$ cat config.mk
export PLATFORM = sky130hd
export DESIGN_NAME = bam_aux_field_parser_top_flat
export DESIGN_NICKNAME = d
export VERILOG_FILES = /design/src/rtl/core/bamaux_pkg.sv /design/src/rtl/core/bamaux_ifs.sv /design/src/rtl/core/bam_aux_field_parser_top.sv /design/src/flat_wrapper.sv
export SDC_FILE = /design/constraint.sdc
export NUM_CORES = 1
export LEC_CHECK = 0
export BUFFER_PORTS_ARGS = -buffer_cell sky130_fd_sc_hd__buf_2
export CAP_MARGIN = 0
export CORE_ASPECT_RATIO = 0.75
export CORE_MARGIN = 2
export CORE_UTILIZATION = 28
export DETAILED_ROUTE_END_ITERATION = 8
export SETUP_SLACK_MARGIN = 0.15
export SLEW_MARGIN = 20
export SYNTH_ARGS = -nofsm -noshare
export SYNTH_HDL_FRONTEND = slang
export SYNTH_SLANG_ARGS = --single-unit
$ cat constraint.sdc
create_clock -name clk -period 3.8 [get_ports clk]
set_clock_uncertainty 0.15 [all_clocks]
set_input_delay 0.38 -clock clk [delete_from_list [all_inputs] [get_ports clk]]
set_output_delay 0.38 -clock clk [all_outputs]
set_load 0.02 [all_outputs]
$ cat src/rtl/core/bamaux_pkg.sv
// package for the auxiliary block parser: phase and role codes, type characters, size tables
package bamaux_pkg;

  // parse phase of the current entry
  typedef enum logic [2:0] {
    PH_TAG0   = 3'd0,
    PH_TAG1   = 3'd1,
    PH_TYPE   = 3'd2,
    PH_SUB    = 3'd3,
    PH_COUNT  = 3'd4,
    PH_VALUE  = 3'd5,
    PH_STRING = 3'd6
  } phase_t;

  // role reported for each byte
  typedef enum logic [2:0] {
    ROLE_TAG     = 3'd0,
    ROLE_TYPE    = 3'd1,
    ROLE_SUBTYPE = 3'd2,
    ROLE_COUNT   = 3'd3,
    ROLE_VALUE   = 3'd4,
    ROLE_STR_END = 3'd5
  } role_t;

  // type characters
  localparam logic [7:0] CH_A_UP = 8'h41;  // 'A'
  localparam logic [7:0] CH_C_LO = 8'h63;  // 'c'
  localparam logic [7:0] CH_C_UP = 8'h43;  // 'C'
  localparam logic [7:0] CH_S_LO = 8'h73;  // 's'
  localparam logic [7:0] CH_S_UP = 8'h53;  // 'S'
  localparam logic [7:0] CH_I_LO = 8'h69;  // 'i'
  localparam logic [7:0] CH_I_UP = 8'h49;  // 'I'
  localparam logic [7:0] CH_F_LO = 8'h66;  // 'f'
  localparam logic [7:0] CH_D_LO = 8'h64;  // 'd'
  localparam logic [7:0] CH_Z_UP = 8'h5A;  // 'Z'
  localparam logic [7:0] CH_H_UP = 8'h48;  // 'H'
  localparam logic [7:0] CH_B_UP = 8'h42;  // 'B'

  // one result of the parser
  typedef struct packed {
    logic [7:0]  data_byte;
    role_t       role;
    logic [15:0] entry_tag;
    logic [7:0]  type_code;
    logic [7:0]  sub_type;
    logic        entry_done;
    logic        unknown_type;
    logic        truncated;
  } result_t;

  // byte size of a scalar value, zero for anything else
  function automatic logic [3:0] scalar_size(input logic [7:0] t);
    logic [3:0] sz;
    unique case (t)
      CH_A_UP, CH_C_LO, CH_C_UP:          sz = 4'd1;
      CH_S_LO, CH_S_UP:                   sz = 4'd2;
      CH_I_LO, CH_I_UP, CH_F_LO:          sz = 4'd4;
      CH_D_LO:                            sz = 4'd8;
      default:                            sz = 4'd0;
    endcase
    return sz;
  endfunction

  // byte size of an array element, zero for a bad subtype
  function automatic logic [3:0] element_size(input logic [7:0] t);
    logic [3:0] sz;
    unique case (t)
      CH_C_LO, CH_C_UP:                   sz = 4'd1;
      CH_S_LO, CH_S_UP:                   sz = 4'd2;
      CH_I_LO, CH_I_UP, CH_F_LO:          sz = 4'd4;
      default:                            sz = 4'd0;
    endcase
    return sz;
  endfunction

endpackage

$ cat src/rtl/core/bamaux_ifs.sv
// request channel interfaces for the auxiliary block parser

// input byte channel
interface bamaux_in_if;
  logic       valid;
  logic       ready;
  logic [7:0] aux_byte;
  logic       block_last;

  modport source (output valid, output aux_byte, output block_last, input ready);
  modport sink   (input valid, input aux_byte, input block_last, output ready);
endinterface

// result channel
interface bamaux_out_if;
  logic        valid;
  logic        ready;
  logic [7:0]  data_byte;
  logic [2:0]  role;
  logic [15:0] entry_tag;
  logic [7:0]  type_code;
  logic [7:0]  sub_type;
  logic        entry_done;
  logic        unknown_type;
  logic        truncated;

  modport source (output valid, output data_byte, output role, output entry_tag,
                  output type_code, output sub_type, output entry_done,
                  output unknown_type, output truncated, input ready);
  modport sink   (input valid, input data_byte, input role, input entry_tag,
                  input type_code, input sub_type, input entry_done,
                  input unknown_type, input truncated, output ready);
endinterface

$ cat src/rtl/core/bam_aux_field_parser_top.sv
// auxiliary block parser of one alignment record, one byte per request
//
// in_ch carries one byte of the auxiliary block per request, with block_last
// on the final byte. every byte gives exactly one request on out_ch naming
// its role (tag, type, subtype, count, value, string end) together with the
// tag, type and subtype of the entry it belongs to, and entry_done on the
// byte that completes the entry.
// a result is in the output register in the cycle after its byte is taken.
// throughput: one byte per cycle while the receiver takes each result; the
// parse state update is a single pass through the phase logic, the 32-bit
// count decrement being the longest path.
// reset (rst_n low, synchronous) returns the parser to the first tag byte
// and empties the output register. on a byte with block_last the parse state
// returns to the same point, and truncated is raised if the entry was open.
// when the receiver stalls, the result holds in the output register and
// in_ch.ready drops until it is taken; a byte is taken in the same cycle
// that the held result leaves.
module bam_aux_field_parser_top (
  input  logic clk,
  input  logic rst_n,
  bamaux_in_if.sink    in_ch,
  bamaux_out_if.source out_ch
);
  import bamaux_pkg::*;

  // parse state
  phase_t      phase_r, phase_nxt;
  logic [15:0] tag_r, tag_nxt;
  logic [7:0]  type_r, type_nxt;
  logic [7:0]  sub_r, sub_nxt;
  logic [3:0]  bleft_r, bleft_nxt;
  logic [31:0] elems_r, elems_nxt;
  logic [1:0]  cnt_r, cnt_nxt;

  // output register
  logic    out_valid_r;
  result_t res_r, res_nxt;

  logic        in_fire;
  logic [7:0]  b;
  logic [3:0]  sz_scalar;
  logic [3:0]  sz_elem;
  logic [3:0]  bleft_dec;
  logic [31:0] elems_dec;
  logic [31:0] elems_or;

  assign in_ch.ready = !out_valid_r || out_ch.ready;
  assign in_fire     = in_ch.valid && in_ch.ready;
  assign b           = in_ch.aux_byte;

  assign sz_scalar = scalar_size(b);
  assign sz_elem   = element_size(sub_r);
  assign bleft_dec = bleft_r - 4'd1;
  assign elems_dec = elems_r - 32'd1;
  assign elems_or  = elems_r | ({24'd0, b} << {cnt_r, 3'b000});

  // phase logic for one byte
  always_comb begin
    phase_nxt = phase_r;
    tag_nxt   = tag_r;
    type_nxt  = type_r;
    sub_nxt   = sub_r;
    bleft_nxt = bleft_r;
    elems_nxt = elems_r;
    cnt_nxt   = cnt_r;
    res_nxt.data_byte    = b;
    res_nxt.role         = ROLE_TAG;
    res_nxt.entry_done   = 1'b0;
    res_nxt.unknown_type = 1'b0;

    unique case (phase_r)
      PH_TAG0: begin
        tag_nxt   = {b, 8'd0};
        type_nxt  = 8'd0;
        sub_nxt   = 8'd0;
        phase_nxt = PH_TAG1;
      end
      PH_TAG1: begin
        tag_nxt   = {tag_r[15:8], b};
        phase_nxt = PH_TYPE;
      end
      PH_TYPE: begin
        res_nxt.role = ROLE_TYPE;
        type_nxt     = b;
        sub_nxt      = 8'd0;
        if (sz_scalar != 4'd0) begin
          bleft_nxt = sz_scalar;
          phase_nxt = PH_VALUE;
        end else if (b == CH_Z_UP || b == CH_H_UP) begin
          phase_nxt = PH_STRING;
        end else if (b == CH_B_UP) begin
          phase_nxt = PH_SUB;
        end else begin
          res_nxt.unknown_type = 1'b1;
          res_nxt.entry_done   = 1'b1;
          phase_nxt            = PH_TAG0;
        end
      end
      PH_SUB: begin
        res_nxt.role = ROLE_SUBTYPE;
        sub_nxt      = b;
        cnt_nxt      = 2'd0;
        elems_nxt    = 32'd0;
        phase_nxt    = PH_COUNT;
      end
      PH_COUNT: begin
        res_nxt.role = ROLE_COUNT;
        elems_nxt    = elems_or;
        if (cnt_r == 2'd3) begin
          cnt_nxt = 2'd0;
          // non-positive count or bad subtype ends the entry here
          if (elems_or == 32'd0 || elems_or[31] || sz_elem == 4'd0) begin
            res_nxt.entry_done = 1'b1;
            phase_nxt          = PH_TAG0;
          end else begin
            bleft_nxt = sz_elem;
            phase_nxt = PH_VALUE;
          end
        end else begin
          cnt_nxt = cnt_r + 2'd1;
        end
      end
      PH_VALUE: begin
        res_nxt.role = ROLE_VALUE;
        bleft_nxt    = bleft_dec;
        if (bleft_dec == 4'd0) begin
          if (type_r == CH_B_UP) begin
            elems_nxt = elems_dec;
            bleft_nxt = sz_elem;
            if (elems_dec == 32'd0 || sz_elem == 4'd0) begin
              res_nxt.entry_done = 1'b1;
              phase_nxt          = PH_TAG0;
            end
          end else begin
            res_nxt.entry_done = 1'b1;
            phase_nxt          = PH_TAG0;
          end
        end
      end
      PH_STRING: begin
        if (b == 8'd0) begin
          res_nxt.role       = ROLE_STR_END;
          res_nxt.entry_done = 1'b1;
          phase_nxt          = PH_TAG0;
        end else begin
          res_nxt.role = ROLE_VALUE;
        end
      end
      default: begin
        // unused phase code: restart as a first tag byte
        tag_nxt   = {b, 8'd0};
        type_nxt  = 8'd0;
        sub_nxt   = 8'd0;
        bleft_nxt = 4'd0;
        elems_nxt = 32'd0;
        cnt_nxt   = 2'd0;
        phase_nxt = PH_TAG1;
      end
    endcase

    res_nxt.entry_tag = tag_nxt;
    res_nxt.type_code = type_nxt;
    res_nxt.sub_type  = sub_nxt;
    res_nxt.truncated = in_ch.block_last && (phase_nxt != PH_TAG0);
  end

  // parse state registers, cleared at the end of each block
  always_ff @(posedge clk) begin
    if (!rst_n) begin
      phase_r <= PH_TAG0;
      tag_r   <= 16'd0;
      type_r  <= 8'd0;
      sub_r   <= 8'd0;
      bleft_r <= 4'd0;
      elems_r <= 32'd0;
      cnt_r   <= 2'd0;
    end else if (in_fire) begin
      if (in_ch.block_last) begin
        phase_r <= PH_TAG0;
        tag_r   <= 16'd0;
        type_r  <= 8'd0;
        sub_r   <= 8'd0;
        bleft_r <= 4'd0;
        elems_r <= 32'd0;
        cnt_r   <= 2'd0;
      end else begin
        phase_r <= phase_nxt;
        tag_r   <= tag_nxt;
        type_r  <= type_nxt;
        sub_r   <= sub_nxt;
        bleft_r <= bleft_nxt;
        elems_r <= elems_nxt;
        cnt_r   <= cnt_nxt;
      end
    end
  end

  // output register valid
  always_ff @(posedge clk) begin
    if (!rst_n) begin
      out_valid_r <= 1'b0;
    end else if (in_fire) begin
      out_valid_r <= 1'b1;
    end else if (out_ch.ready) begin
      out_valid_r <= 1'b0;
    end
  end

  // output register payload
  always_ff @(posedge clk) begin
    if (in_fire) begin
      res_r <= res_nxt;
    end
  end

  assign out_ch.valid        = out_valid_r;
  assign out_ch.data_byte    = res_r.data_byte;
  assign out_ch.role         = res_r.role;
  assign out_ch.entry_tag    = res_r.entry_tag;
  assign out_ch.type_code    = res_r.type_code;
  assign out_ch.sub_type     = res_r.sub_type;
  assign out_ch.entry_done   = res_r.entry_done;
  assign out_ch.unknown_type = res_r.unknown_type;
  assign out_ch.truncated    = res_r.truncated;

`ifndef SYNTHESIS
  // end of block always returns the parser to the first tag byte
  a_block_end_reset: assert property (@(posedge clk) disable iff (!rst_n)
    in_fire && in_ch.block_last |=> phase_r == PH_TAG0 && tag_r == 16'd0)
    else $error("parser not reset after block end");

  // an unknown type closes its entry at the type byte
  a_unknown_done: assert property (@(posedge clk) disable iff (!rst_n)
    out_valid_r && res_r.unknown_type |-> res_r.entry_done && res_r.role == ROLE_TYPE)
    else $error("unknown type without entry end");

  // a zero byte in a string is reported as the terminator
  a_string_end: assert property (@(posedge clk) disable iff (!rst_n)
    in_fire && phase_r == PH_STRING && in_ch.aux_byte == 8'd0
    |=> out_valid_r && res_r.role == ROLE_STR_END && res_r.entry_done)
    else $error("string terminator not reported");

  // a value phase always has bytes left in the element
  a_value_bytes: assert property (@(posedge clk) disable iff (!rst_n)
    phase_r == PH_VALUE |-> bleft_r != 4'd0)
    else $error("value phase with empty element");

  // a completed entry is never truncated
  a_trunc_done: assert property (@(posedge clk) disable iff (!rst_n)
    out_valid_r && res_r.truncated |-> !res_r.entry_done)
    else $error("completed entry flagged as truncated");
`endif

endmodule

$ cat src/flat_wrapper.sv
// flat-port wrapper written by rule: the top's interface ports become plain ports
module bam_aux_field_parser_top_flat import bamaux_pkg::*;
  (clk, rst_n, in_ch_valid, in_ch_aux_byte, in_ch_block_last, in_ch_ready, out_ch_valid, out_ch_data_byte, out_ch_role, out_ch_entry_tag, out_ch_type_code, out_ch_sub_type, out_ch_entry_done, out_ch_unknown_type, out_ch_truncated, out_ch_ready);
  bamaux_in_if in_ch_i ();
  bamaux_out_if out_ch_i ();
  input  logic clk;
  input  logic rst_n;
  input wire logic [$bits(in_ch_i.valid)-1:0] in_ch_valid;
  input wire logic [$bits(in_ch_i.aux_byte)-1:0] in_ch_aux_byte;
  input wire logic [$bits(in_ch_i.block_last)-1:0] in_ch_block_last;
  output wire logic [$bits(in_ch_i.ready)-1:0] in_ch_ready;
  output wire logic [$bits(out_ch_i.valid)-1:0] out_ch_valid;
  output wire logic [$bits(out_ch_i.data_byte)-1:0] out_ch_data_byte;
  output wire logic [$bits(out_ch_i.role)-1:0] out_ch_role;
  output wire logic [$bits(out_ch_i.entry_tag)-1:0] out_ch_entry_tag;
  output wire logic [$bits(out_ch_i.type_code)-1:0] out_ch_type_code;
  output wire logic [$bits(out_ch_i.sub_type)-1:0] out_ch_sub_type;
  output wire logic [$bits(out_ch_i.entry_done)-1:0] out_ch_entry_done;
  output wire logic [$bits(out_ch_i.unknown_type)-1:0] out_ch_unknown_type;
  output wire logic [$bits(out_ch_i.truncated)-1:0] out_ch_truncated;
  input wire logic [$bits(out_ch_i.ready)-1:0] out_ch_ready;
  assign in_ch_i.valid = in_ch_valid;
  assign in_ch_i.aux_byte = in_ch_aux_byte;
  assign in_ch_i.block_last = in_ch_block_last;
  assign in_ch_ready = in_ch_i.ready;
  assign out_ch_valid = out_ch_i.valid;
  assign out_ch_data_byte = out_ch_i.data_byte;
  assign out_ch_role = out_ch_i.role;
  assign out_ch_entry_tag = out_ch_i.entry_tag;
  assign out_ch_type_code = out_ch_i.type_code;
  assign out_ch_sub_type = out_ch_i.sub_type;
  assign out_ch_entry_done = out_ch_i.entry_done;
  assign out_ch_unknown_type = out_ch_i.unknown_type;
  assign out_ch_truncated = out_ch_i.truncated;
  assign out_ch_i.ready = out_ch_ready;
  bam_aux_field_parser_top u_core (.clk(clk), .rst_n(rst_n), .in_ch(in_ch_i), .out_ch(out_ch_i));
endmodule
==> results by group <==
Drt
  – Residual DRC: 0
  – Antenna-violating nets left: 0
  – Total number of vias: 6134
  – DRC marker count from the first detailed-route iteration: 749
  – Average wire length per cell after detail routing: 19.1 um
  – Length of the first detailed-routing pass in iterations: 6
  – Via density per instance: 5.58
  – Final wirelength: 21.0 mm

Setup path
  – Critical setup path kind: reg2reg
  – Crit path max-delay cell type: or4b_1
  – Arr. time, crit path: 3500 ps
  – Critical path launch point type: flip-flop
  – Capturing element type of the critical path: flip-flop
  – CP Cell Sequence: inv_1 > ha_1 > or4b_1 > nor3_4 > nand3_1 > a211o_1 > or4_1 > or4_1 > and3_1
  – CP peak stage delay: 590 ps
  – Most common cell type on the critical path: or4_1
  – Critical path peak fanout: 7
  – Required time at the endpoint of the critical path: 3820 ps

Synth
  – Most area-consuming cells after synthesis: dfxtp_1, edfxtp_1, a22oi_1
  – Proportion of synthesized flip-flops having asynchronous set or reset: 0%
  – Synth Register Bits: 120
  – Share of the synthesized area in the top cell type: 22.1%
  – Yosys Warn Count: 0
  – Cell count after synthesis: 753
  – Number of different library cells in the post-synthesis netlist: 74
  – Cell type with the highest aggregate area in the netlist: dfxtp_1
  – Register area share after synthesis: 42.7%
  – Synth Flop Type: dfxtp_1
  – Count of flip-flops with a built-in enable after synthesis: 46
  – Synthesized area per cell: 8.90 sq um
  – Number of nets in the synthesized netlist: 771
  – Post-synthesis cell area: 6700 sq um

Power
  – Worst voltage drop across the vdd grid: 293 uV
  – Total power divided by cell area: 420 nW/um^2
  – Leakage power: 2.89 nW

Finish
  – Fraction of final layout cells with drive strength greater than 1: 16.8%
  – Final Instance Area: 7870 sq um
  – Area overhead of the layout relative to synthesis: 17.4%
  – Number of standard cells in the final layout excluding fillers: 1099
  – Net count of the finished layout: 803

GRT
  – Global Route Usage Sum: 16.9%
  – Largest net degree at the start of global routing: 46
  – Via count of the first global-routing pass: 5487
  – Number of antenna violations at the first check in global routing: 1
  – First-pass GRT wire length: 32.4 mm
  – Overflow left after global routing: 0

Placed design
  – Worst slack, placed: 321 ps
  – Number of placed instances, taps included: 1066
  – Buffers on Ports: 60
  – GPL Wtd Cong: 0.962
  – Half-perimeter wire length after placement: 14.0 mm
  – Area of placed instances: 7270 sq um

Clock tree
  – TritonCTS clock tree: done
  – Number of buffers inserted for hold repair after clock tree synthesis: 0
  – Clock edge transition at the registers on the reported setup and hold paths: 50 ps
  – Buffer cell driving the clock tree root: clkbuf_16
  – TritonCTS Buffers: 17
  – Maximum level of the CTS H-tree: 4
  – CTS max path bufs: 2
  – Post-CTS setup buffers: 0
  – Clock tree sinks: 120
  – Worst skew pair latency: 420 ps

Worst hold path
  – Min-Delay Path Class: in2reg

Job
  – Reported max-cap violation count: 0

Timing
  – Summed negative setup slack over all endpoints: 0 ps
  – Slew at the pin with the worst max-slew slack: 905 ps
  – Max_slew headroom: 39.1%
  – Min Tclk post-route: 3480 ps
  – Final Max Slew Viols: 0
  – Final Hold Fails: 0
  – Worst hold slack across all endpoints: 63.6 ps
  – Number of failing setup endpoints in the final timing report: 0
  – Max Freq: 287 MHz
  – RSZ-0062 raised after global routing: no
  – Post-route setup slack: 320 ps
  – Ratio of final minimum period to clock period: 91.6%

Run status
  – Status: completed

Floorplan
  – Number of placement rows: 48
  – Die Ht: 138 um
  – Die outline width: 183 um
  – Area enclosed by the die boundary: 25200 sq um
  – I/O Pins: 61
  – Initial core utilization: 28.8%
  – CORE AREA: 23200 sq um
-- metal layers --
layer	wire length, um	share of wire [%]	track usage [%]
met1	10400	50	25.6
met2	8180	39	22.8
met3	2050	9.8	4.44
met4	330	1.6	5.33
met5	0	0	0
-- cell usage after synthesis, types with 14 or more instances --
cell       n
dfxtp_1   74
a22oi_1   60
edfxtp_1  46
a22o_1    19
nand3_1   22
inv_1     14
o21ai_0   30
clkbuf_1  58
nand2_1   48
nor3_1    23
nor2_1    96
xnor2_1   16
a21oi_1   25
-- layout by cell type (no fill, tap or decap), drive strengths merged, types with 15 or more instances in the layout --
cell	n
o21ai	38
nand2	48
a21oi	25
nor2	96
nor3	24
a22o	19
edfxtp	46
dfxtp	74
a22oi	60
buf	80
xnor2	16
inv	15
clkbuf	19
nand3	22
-- repair_timing --
action	in CTS	in global routing
gates resized for setup	0	1
endpoints found under the hold margin	0	0
endpoints found under the setup margin	0	1
-- cell families (layout without fill, tap and decap cells) --
logic type / after synthesis / after routing / synth area share [%]
other cells: 0 / 1 / 0
simple gates: 286 / 286 / 22.2
fa+ha+maj: 5 / 5 / 0.934
mux: 20 / 20 / 3.19
flops: 120 / 120 / 42.7
compound gates: 213 / 213 / 22.5
xor+xnor: 28 / 28 / 3.66
buf+inv: 81 / 126 / 4.82
-- final cells by class --
cell class	instances	area, sq um
well taps	300	375
clock buffers	19	433
diodes	1	2.50
flip-flops and latches	120	2860
multi-input cells	552	3540
inverters	14	52.6
fillers	2383	15400
clock inverters	13	154
repair buffers	80	450
-- per-stage QoR --
| step | total power [mW] | utilization [%] |
|---|---|---|
| 5_1_grt | 3.41 | 33.8 |
| 4_1_cts | 3.33 | 33.8 |
| 3_5_place_dp | 1.71 | 31.3 |
| 3_3_place_gp | 1.71 | 31.3 |
| 6_report | 3.30 | 33.9 |
| 2_1_floorplan | 1.60 | - |
-- flip-flops by register name (all words and copies together), names as in the netlist, 8 cells and up --
signal	cells
u_core.elems_r	32
u_core.out_ch.entry_tag	16
u_core.tag_r	16
u_core.out_ch.data_byte	8
u_core.out_ch.sub_type	8
u_core.out_ch.type_code	8
u_core.sub_r	8
u_core.type_r	8
-- power breakdown --
group | internal (mW) | leakage [nW] | switching (mW) | total (mW)
sequential | 1.38 | 1.06 | 0.0110 | 1.39
clock | 1.02 | 0.270 | 0.595 | 1.62
combinational | 0.0831 | 1.56 | 0.214 | 0.297
-- critical path: cells and delay by family (launching register included) --
family	cells	cell delay [ps]
flip-flops	1	370
AO/OA/AOI/OAI	1	300
buffers and inverters	1	80
AND/OR/NAND/NOR	6	2090
adder cells (fa/ha/maj)	1	250
-- path summary, 6_finish.rpt --
| check | slack (ps) | cells past startpoint | to | start |
|---|---|---|---|---|
| setup / recovery | 320 | 9 | u_core.out_ch.truncated$_DFFE_PP_ | u_core.elems_r[0]$_SDFFE_PN0P_ |
| hold / removal | 60 | 3 | u_core.out_ch.valid$_SDFFE_PN0P_ | in_ch_valid |
| setup reg to reg | 320 | 9 | u_core.out_ch.truncated$_DFFE_PP_ | u_core.elems_r[0]$_SDFFE_PN0P_ |
| hold reg to reg | 340 | 2 | u_core.elems_r[28]$_SDFFE_PN0P_ | u_core.elems_r[28]$_SDFFE_PN0P_ |
No activity file was read; power rests on OpenSTA's default activity.
